<file path="src/sv/zpf_pkg.sv">
// ----------------------------------------------------------------------------
// zpf_pkg
// shared types, constants and helpers of the zero-phase iir filter
// ----------------------------------------------------------------------------
package zpf_pkg;

  localparam int MAX_SAMPLES_DEF = 1024;
  localparam int MAX_TAPS_DEF    = 8;
  localparam int SAMPLE_WIDTH    = 16;
  localparam int COEF_FRAC_BITS  = 12;
  localparam int PAD_FACTOR      = 3;
  localparam int REFLECT_GAIN    = 2;
  localparam int COEF_W          = 16;
  localparam int DATA_W          = 32;
  localparam int PROD_W          = COEF_W + DATA_W;
  localparam int ACC_W           = 56;
  localparam int CFG_W           = 64;
  localparam int CFG_IDX_W       = 3;
  localparam int TAP_CNT_W       = 4;

  typedef enum logic [CFG_IDX_W-1:0] {
    CFG_TAP_COUNT = 3'd0,
    CFG_NUM_LOW   = 3'd1,
    CFG_NUM_HIGH  = 3'd2,
    CFG_DEN_LOW   = 3'd3,
    CFG_DEN_HIGH  = 3'd4,
    CFG_ZI_LOW    = 3'd5,
    CFG_ZI_HIGH   = 3'd6
  } cfg_reg_t;

  typedef enum logic [1:0] {
    ST_OK    = 2'd0,
    ST_SHORT = 2'd1,
    ST_OVF   = 2'd2
  } status_t;

  // where the filter input value of the current step comes from
  typedef enum logic [1:0] {
    SRC_PLAIN = 2'd0,
    SRC_FRONT = 2'd1,
    SRC_BACK  = 2'd2,
    SRC_FWD   = 2'd3
  } src_t;

  typedef enum logic [1:0] {
    TERM_B    = 2'd0,
    TERM_A    = 2'd1,
    TERM_Z    = 2'd2,
    TERM_NONE = 2'd3
  } term_t;

  typedef struct packed {
    logic  push_we;
    logic  first_we;
    logic  in_rd;
    logic  fwd_rd;
    logic  fwd_we;
    logic  out_rd;
    logic  out_we;
    logic  hist_clr;
    logic  hist_sh;
    logic  load_u;
    logic  set_x0;
    logic  mul_en;
    logic  round_en;
    src_t  src;
    term_t term;
  } dp_cmd_t;

  // signed q3.12 halfword j of a pair of packed 64-bit registers
  function automatic logic signed [COEF_W-1:0] coef_half(
    input logic [CFG_W-1:0] lo,
    input logic [CFG_W-1:0] hi,
    input logic [2:0]       j
  );
    logic [CFG_W-1:0] r;
    r = j[2] ? hi : lo;
    return $signed(r[{j[1:0], 4'd0} +: COEF_W]);
  endfunction

endpackage

</file>
<file path="src/sv/zpf_ctrl.sv">
// ----------------------------------------------------------------------------
// zpf_ctrl
// controller: record bookkeeping, two-pass sequencer and result register
// ----------------------------------------------------------------------------
module zpf_ctrl #(
  parameter int MAX_SAMPLES = zpf_pkg::MAX_SAMPLES_DEF,
  parameter int MAX_TAPS    = zpf_pkg::MAX_TAPS_DEF
) (
  input  logic                                     clk,
  input  logic                                     rst,
  input  logic                                     in_valid,
  output logic                                     in_ready,
  input  logic                                     in_func,
  input  logic                                     in_eor,
  output logic                                     out_valid,
  input  logic                                     out_ready,
  output logic signed [zpf_pkg::SAMPLE_WIDTH-1:0]  out_sample_q,
  output logic                                     out_final,
  output logic                                     out_has,
  output logic [1:0]                               out_status,
  output zpf_pkg::dp_cmd_t                         cmd,
  output logic [$clog2(MAX_SAMPLES)-1:0]           in_addr,
  output logic [$clog2(MAX_SAMPLES+zpf_pkg::PAD_FACTOR*(MAX_TAPS-1))-1:0] fwd_addr,
  output logic [$clog2(MAX_SAMPLES)-1:0]           out_addr,
  output logic [$clog2(MAX_TAPS)-1:0]              tap_idx,
  input  logic [zpf_pkg::TAP_CNT_W-1:0]            tap_count,
  input  logic signed [zpf_pkg::SAMPLE_WIDTH-1:0]  dp_sample
);

  localparam int PAD_MAX = zpf_pkg::PAD_FACTOR * (MAX_TAPS - 1);
  localparam int AW  = $clog2(MAX_SAMPLES);
  localparam int LW  = $clog2(MAX_SAMPLES + 2);
  localparam int FAW = $clog2(MAX_SAMPLES + PAD_MAX);
  localparam int MW  = $clog2(MAX_TAPS);
  localparam int PW  = $clog2(PAD_MAX + 1);
  localparam int XW  = $clog2(2 * MAX_SAMPLES + 3 * PAD_MAX + 2);
  localparam int TCW = MW + 1;
  localparam int TNW = zpf_pkg::TAP_CNT_W;

  typedef enum logic [2:0] {
    S_IDLE, S_RD, S_LD, S_MAC, S_DRAIN, S_RND, S_WB, S_OUT
  } state_t;

  state_t          state;
  logic [LW-1:0]   len, rp, len_eff, len_new;
  logic            ready, closed, pass;
  logic [1:0]      status;
  logic [MW-1:0]   m, m_new;
  logic [PW-1:0]   p, p_new;
  logic [TNW-1:0]  taps;
  logic [XW-1:0]   k, nx, px, k_end;
  logic [TCW-1:0]  t, mt;
  logic            accept, has;

  assign in_ready = (state == S_IDLE);
  assign accept   = in_valid && in_ready;
  assign len_eff  = closed ? '0 : len;
  assign len_new  = (len_eff < LW'(MAX_SAMPLES)) ? len_eff + LW'(1) : LW'(MAX_SAMPLES + 1);

  always_comb begin
    if (tap_count < TNW'(2)) taps = TNW'(2);
    else if (tap_count > TNW'(MAX_TAPS)) taps = TNW'(MAX_TAPS);
    else taps = tap_count;
  end
  assign m_new = MW'(taps - TNW'(1));
  assign p_new = PW'(zpf_pkg::PAD_FACTOR * (taps - TNW'(1)));

  assign nx    = XW'(len);
  assign px    = XW'(p);
  assign mt    = TCW'(m);
  assign k_end = pass ? nx + px - XW'(1) : nx + (px << 1) - XW'(1);
  assign has   = ready && (rp < len) && (len <= LW'(MAX_SAMPLES));

  // commands and addresses
  always_comb begin
    cmd      = '0;
    cmd.src  = zpf_pkg::SRC_PLAIN;
    cmd.term = zpf_pkg::TERM_NONE;
    in_addr  = AW'(len_eff);
    fwd_addr = FAW'(k - px);
    out_addr = AW'(rp);
    tap_idx  = '0;
    // where the current step's input comes from
    if (pass) begin
      cmd.src  = zpf_pkg::SRC_FWD;
      fwd_addr = FAW'(nx + px - XW'(1) - k);
    end else if (k < px) begin
      cmd.src = zpf_pkg::SRC_FRONT;
      in_addr = AW'(px - k);
    end else if (k < px + nx) begin
      cmd.src = zpf_pkg::SRC_PLAIN;
      in_addr = AW'(k - px);
    end else begin
      cmd.src = zpf_pkg::SRC_BACK;
      in_addr = AW'((nx << 1) + px - XW'(2) - k);
    end
    case (state)
      S_IDLE: begin
        in_addr = AW'(len_eff);
        if (accept && !in_func) begin
          cmd.push_we  = (len_eff < LW'(MAX_SAMPLES));
          cmd.first_we = (len_eff == '0);
          cmd.hist_clr = 1'b1;
        end
        cmd.out_rd = accept && in_func;
      end
      S_RD: begin
        cmd.in_rd  = !pass;
        cmd.fwd_rd = pass;
      end
      S_LD: begin
        cmd.load_u = 1'b1;
        cmd.set_x0 = (k == '0);
      end
      S_MAC: begin
        cmd.mul_en = 1'b1;
        if (t <= mt) begin
          cmd.term = zpf_pkg::TERM_B;
          tap_idx  = MW'(t);
        end else if (t <= (mt << 1)) begin
          cmd.term = zpf_pkg::TERM_A;
          tap_idx  = MW'(t - mt);
        end else if (k < XW'(m)) begin
          cmd.term = zpf_pkg::TERM_Z;
          tap_idx  = MW'(k);
        end
      end
      S_RND: cmd.round_en = 1'b1;
      S_WB: begin
        // history shifts on every step, memory write only past the padding
        cmd.fwd_we   = !pass && (k >= px);
        cmd.out_we   = pass && (k >= px);
        cmd.hist_sh  = 1'b1;
        // the backward pass starts from empty histories
        cmd.hist_clr = !pass && (k == k_end);
        out_addr     = AW'(nx + px - XW'(1) - k);
      end
      default: ;
    endcase
  end

  always_ff @(posedge clk) begin
    if (rst) begin
      state     <= S_IDLE;
      len       <= '0;
      rp        <= '0;
      ready     <= 1'b0;
      closed    <= 1'b0;
      status    <= zpf_pkg::ST_OK;
      pass      <= 1'b0;
      k         <= '0;
      t         <= '0;
      m         <= '0;
      p         <= '0;
      out_valid <= 1'b0;
    end else begin
      if (out_valid && out_ready && state != S_OUT) out_valid <= 1'b0;
      case (state)
        S_IDLE: begin
          if (accept && !in_func) begin
            len <= len_new;
            if (in_eor) begin
              closed <= 1'b1;
              rp     <= '0;
              ready  <= 1'b0;
              m      <= m_new;
              p      <= p_new;
              pass   <= 1'b0;
              k      <= '0;
              if (len_new > LW'(MAX_SAMPLES)) begin
                status <= zpf_pkg::ST_OVF;
              end else if (XW'(len_new) <= XW'(p_new)) begin
                status <= zpf_pkg::ST_SHORT;
              end else begin
                status <= zpf_pkg::ST_OK;
                state  <= S_RD;
              end
            end else if (closed) begin
              closed <= 1'b0;
              rp     <= '0;
              ready  <= 1'b0;
              status <= zpf_pkg::ST_OK;
            end
          end else if (accept) begin
            state <= S_OUT;
          end
        end
        S_RD: state <= S_LD;
        S_LD: begin
          t     <= '0;
          state <= S_MAC;
        end
        S_MAC: begin
          t <= t + TCW'(1);
          if (t == (mt << 1) + TCW'(1)) state <= S_DRAIN;
        end
        S_DRAIN: state <= S_RND;
        S_RND:   state <= S_WB;
        S_WB: begin
          if (k == k_end) begin
            k <= '0;
            if (!pass) begin
              pass  <= 1'b1;
              state <= S_RD;
            end else begin
              ready <= 1'b1;
              state <= S_IDLE;
            end
          end else begin
            k     <= k + XW'(1);
            state <= S_RD;
          end
        end
        S_OUT: begin
          if (!out_valid || out_ready) begin
            out_valid    <= 1'b1;
            out_has      <= has;
            out_sample_q <= has ? dp_sample : '0;
            out_final    <= has && (rp + LW'(1) == len);
            out_status   <= status;
            if (has) begin
              rp <= rp + LW'(1);
              if (rp + LW'(1) == len) ready <= 1'b0;
            end
            state <= S_IDLE;
          end
        end
        default: state <= S_IDLE;
      endcase
    end
  end

endmodule

</file>
<file path="config.mk">
export PLATFORM = sky130hd
export DESIGN_NAME = zpf_ctrl
export DESIGN_NICKNAME = d
export VERILOG_FILES = /design/src/sv/zpf_pkg.sv /design/src/sv/zpf_ctrl.sv
export SDC_FILE = /design/constraint.sdc
export NUM_CORES = 1
export LEC_CHECK = 0
export BUFFER_PORTS_ARGS = -buffer_cell sky130_fd_sc_hd__buf_2
export CAP_MARGIN = 20
export CORE_MARGIN = 5
export CORE_UTILIZATION = 46
export CTS_CLUSTER_DIAMETER = 200
export CTS_CLUSTER_SIZE = 30
export DETAILED_ROUTE_END_ITERATION = 8
export PLACE_DENSITY = 0.73
export SLEW_MARGIN = 10
export SYNTH_ARGS = -nofsm -noshare
export SYNTH_HDL_FRONTEND = slang
export SYNTH_SLANG_ARGS = --single-unit
</file>
<file path="constraint.sdc">
create_clock -name clk -period 10.8 [get_ports clk]
set_clock_uncertainty 0.05 [all_clocks]
set_input_delay 1.62 -clock clk [delete_from_list [all_inputs] [get_ports clk]]
set_output_delay 1.62 -clock clk [all_outputs]
set_load 0.05 [all_outputs]
</file>
==> flow_summary.toml <==
[status]
status = "completed"

[synthesis]
yosysWarnings = 0
syn-num-nets = 1270
yosys.area.top_type = "ha_1"
synthFlopType = "dfxtp_1"
synth_top_cell_area_share_pct = 16.2
syn_inst = 1119
synth_edf_count = 20
async_flop_share_pct = 0
yosysMostFrequentCell = "ha_1"
avgSynthCellArea_um2 = 7.82
syn_area_mm2 = 0.00875
ys_ff_latch = 74
synth_seq_area_share_pct = 19.2
synthTopCellsByCount = "ha_1, inv_1, a21oi_1, nand2_1, nor2_1"
synth_area_leaders = "ha_1, dfxtp_1, xnor2_1"
netlist-cell-type-count = 86

[placement]
dp_hpwl_um = 21400
place_area_mm2 = 0.00941
buffer_ports.inserted = 98
place.gp.congestion = 0.981

[worst_setup_path]
cp.arrival_ns = 4.95
critPathLaunchType = "register"
required_ns = 9.13
r2r_cells = 13
reg2reg_setup_slack_ns = 6.22
crit_path_end_kind = "primary output"
regToRegStartpoint = "len[5]$_SDFFE_PP0P_"
cp-startpoint = "len[5]$_SDFFE_PP0P_"
path_class = "register to primary output"
reg2reg_to = "ready$_SDFFE_PP0P_"
crit_fanout = 17

[clocking]
clkSinkCount = 74
clkTransAtPathRegs_ns = 0.06
cts_tree = "yes"
clock_latency_ns = 0.35
cts_buffers = 9
root_buffer = "clkbuf_16"
cts_resized = 0
clock_path_buffers = 2
h-tree-depth = 3
cts_setup_buffers = 0
cts_hold_buf = 0

[drt]
drc = 0
firstDrtPassIters = 5
wirelength_um = 27600
via_per_inst = 6.12
antenna_left = 0
first_iter_violations = 888
vias = 8725
wl_per_cell_um = 19.4

[timing]
final_max_slew_viol_count = 0
hold_viol_final = 0
fin_crit_sh_pct = 61.3
rsz0062_at_grt = "no"
hold_slack_ns = 0.396
period_minus_slack_ns = 6.62
worst_pin_slew_ns = 0.840
setup_viol = 0
slew_headroom_pct = 44.0
setup-tns-final_ns = 0
fmax_ghz = 0.151

[floorplan]
core_area_mm2 = 0.0187
dieArea_mm2 = 0.0219
io_pins = 99
start_util_pct = 46.8
die_h_um = 148
rows = 50
die_x_um = 148

[power_and_ir_drop]
power.total_uw = 2660
vdd_drop_max_mv = 0.429
power.leakage_uw = 0.00417
power.density_mw_per_mm2 = 273

[grt]
grt_max_degree = 54
grt_pass1_vias = 8119
grt_first_pass_wirelength_um = 43500
grt_usage_pct = 24.7
antenna_found_initial = 0
gr-total-overflow = 0

[hold_path]
hold_end = "out_status[0]$_DFFE_PP_"
hp-class = "register to register"
worstHoldStart = "status[0]$_SDFFE_PP0P_"
min_path_cells = 0

[final_layout]
fin_area_mm2 = 0.00972
syn_to_final_growth_pct = 11.1
n_antenna_cell = 0
final_nets = 1337
drive_gt1_share_pct = 13.3

[job]
maxCapViolCount = 0
==> layout by cell type, fill, tap and decap left out, types with 24 or more instances in the layout <==
cell type and n:
inv_1 97, nand3_1 35, nor3_1 33, xnor2_1 70
o21ai_0 63, ha_1 113, buf_2 98, nand2_1 82
dfxtp_1 53, a21oi_1 82, and3_1 24, nor2_1 76
==> how the worst max path moves through the flow <==
stage                            end  slack, ns  cells after the start
after floorplan           in_addr[2]       4.26                     16
after global placement        cmd[9]       4.74                     14
after detailed placement      cmd[9]       4.57                     15
after CTS                     cmd[9]       4.20                     15
after global routing          cmd[9]       3.85                     14
final                         cmd[9]       4.18                     14
==> report_power, final <==
group          internal [uW]  switching [uW]  total [uW]
Sequential               305            44.6         349
Clock                    184             139         323
Combinational            647            1340        1990
==> area by class of cell <==
type / count / area [um^2]
well taps: 234 / 293
multi-input cells: 889 / 6480
inverters: 104 / 390
clock inverters: 7 / 85.1
flip-flops and latches: 74 / 1680
fillers: 1801 / 8980
clock buffers: 9 / 225
repair buffers: 108 / 566
==> per-layer routing <==
metal	GRT usage [%]	vias up	wire length, um
li1	-	4158	-
met1	33.8	4091	12100
met2	38.7	412	12400
met3	4.17	64	2090
met4	9.84	0	1000
met5	0	-	0
==> cells by family after synthesis <==
logic type,synth area share (%)
other,0.0429
muxes,0.915
adders and majority gates,18.9
AOI/OAI and AO/OA,21.6
DFF,19.2
and+or+nand+nor,23.3
xor gates and xnor gates,9.18
buffers and inverters,6.85
==> metrics by stage <==
step	cells	util [%]	setup WS (ns)
floorplan	1119	-	4.26
global placement	1409	50.3	4.74
detailed placement	1409	50.3	4.57
CTS	1425	52.0	4.20
global route	1425	52.0	3.85
finish	1425	52.0	4.18
==> worst max-delay path: stages, from the launching register on <==
cell and delay [ns]:
dfxtp_1 0.69, inv_1 0.25, ha_1 0.34, inv_1 0.04, ha_1 0.35, and3_1 0.21
a221oi_1 0.48, nor4b_1 0.09, or3_1 0.32, a21o_1 0.19, a21boi_0 0.12, a2111oi_0 0.48
or3b_1 0.55, o31ai_2 0.21, buf_2 0.29
==> registers in the layout (all words and copies together), names as in the netlist <==
name          count
pass              1
out_valid         1
ready             1
out_has           1
status            2
state             3
t                 4
out_final         1
len              11
p                 4
out_status        2
rp               11
closed            1
k                12
out_sample_q     16
m                 3
No activity file was read; power rests on OpenSTA's default activity.
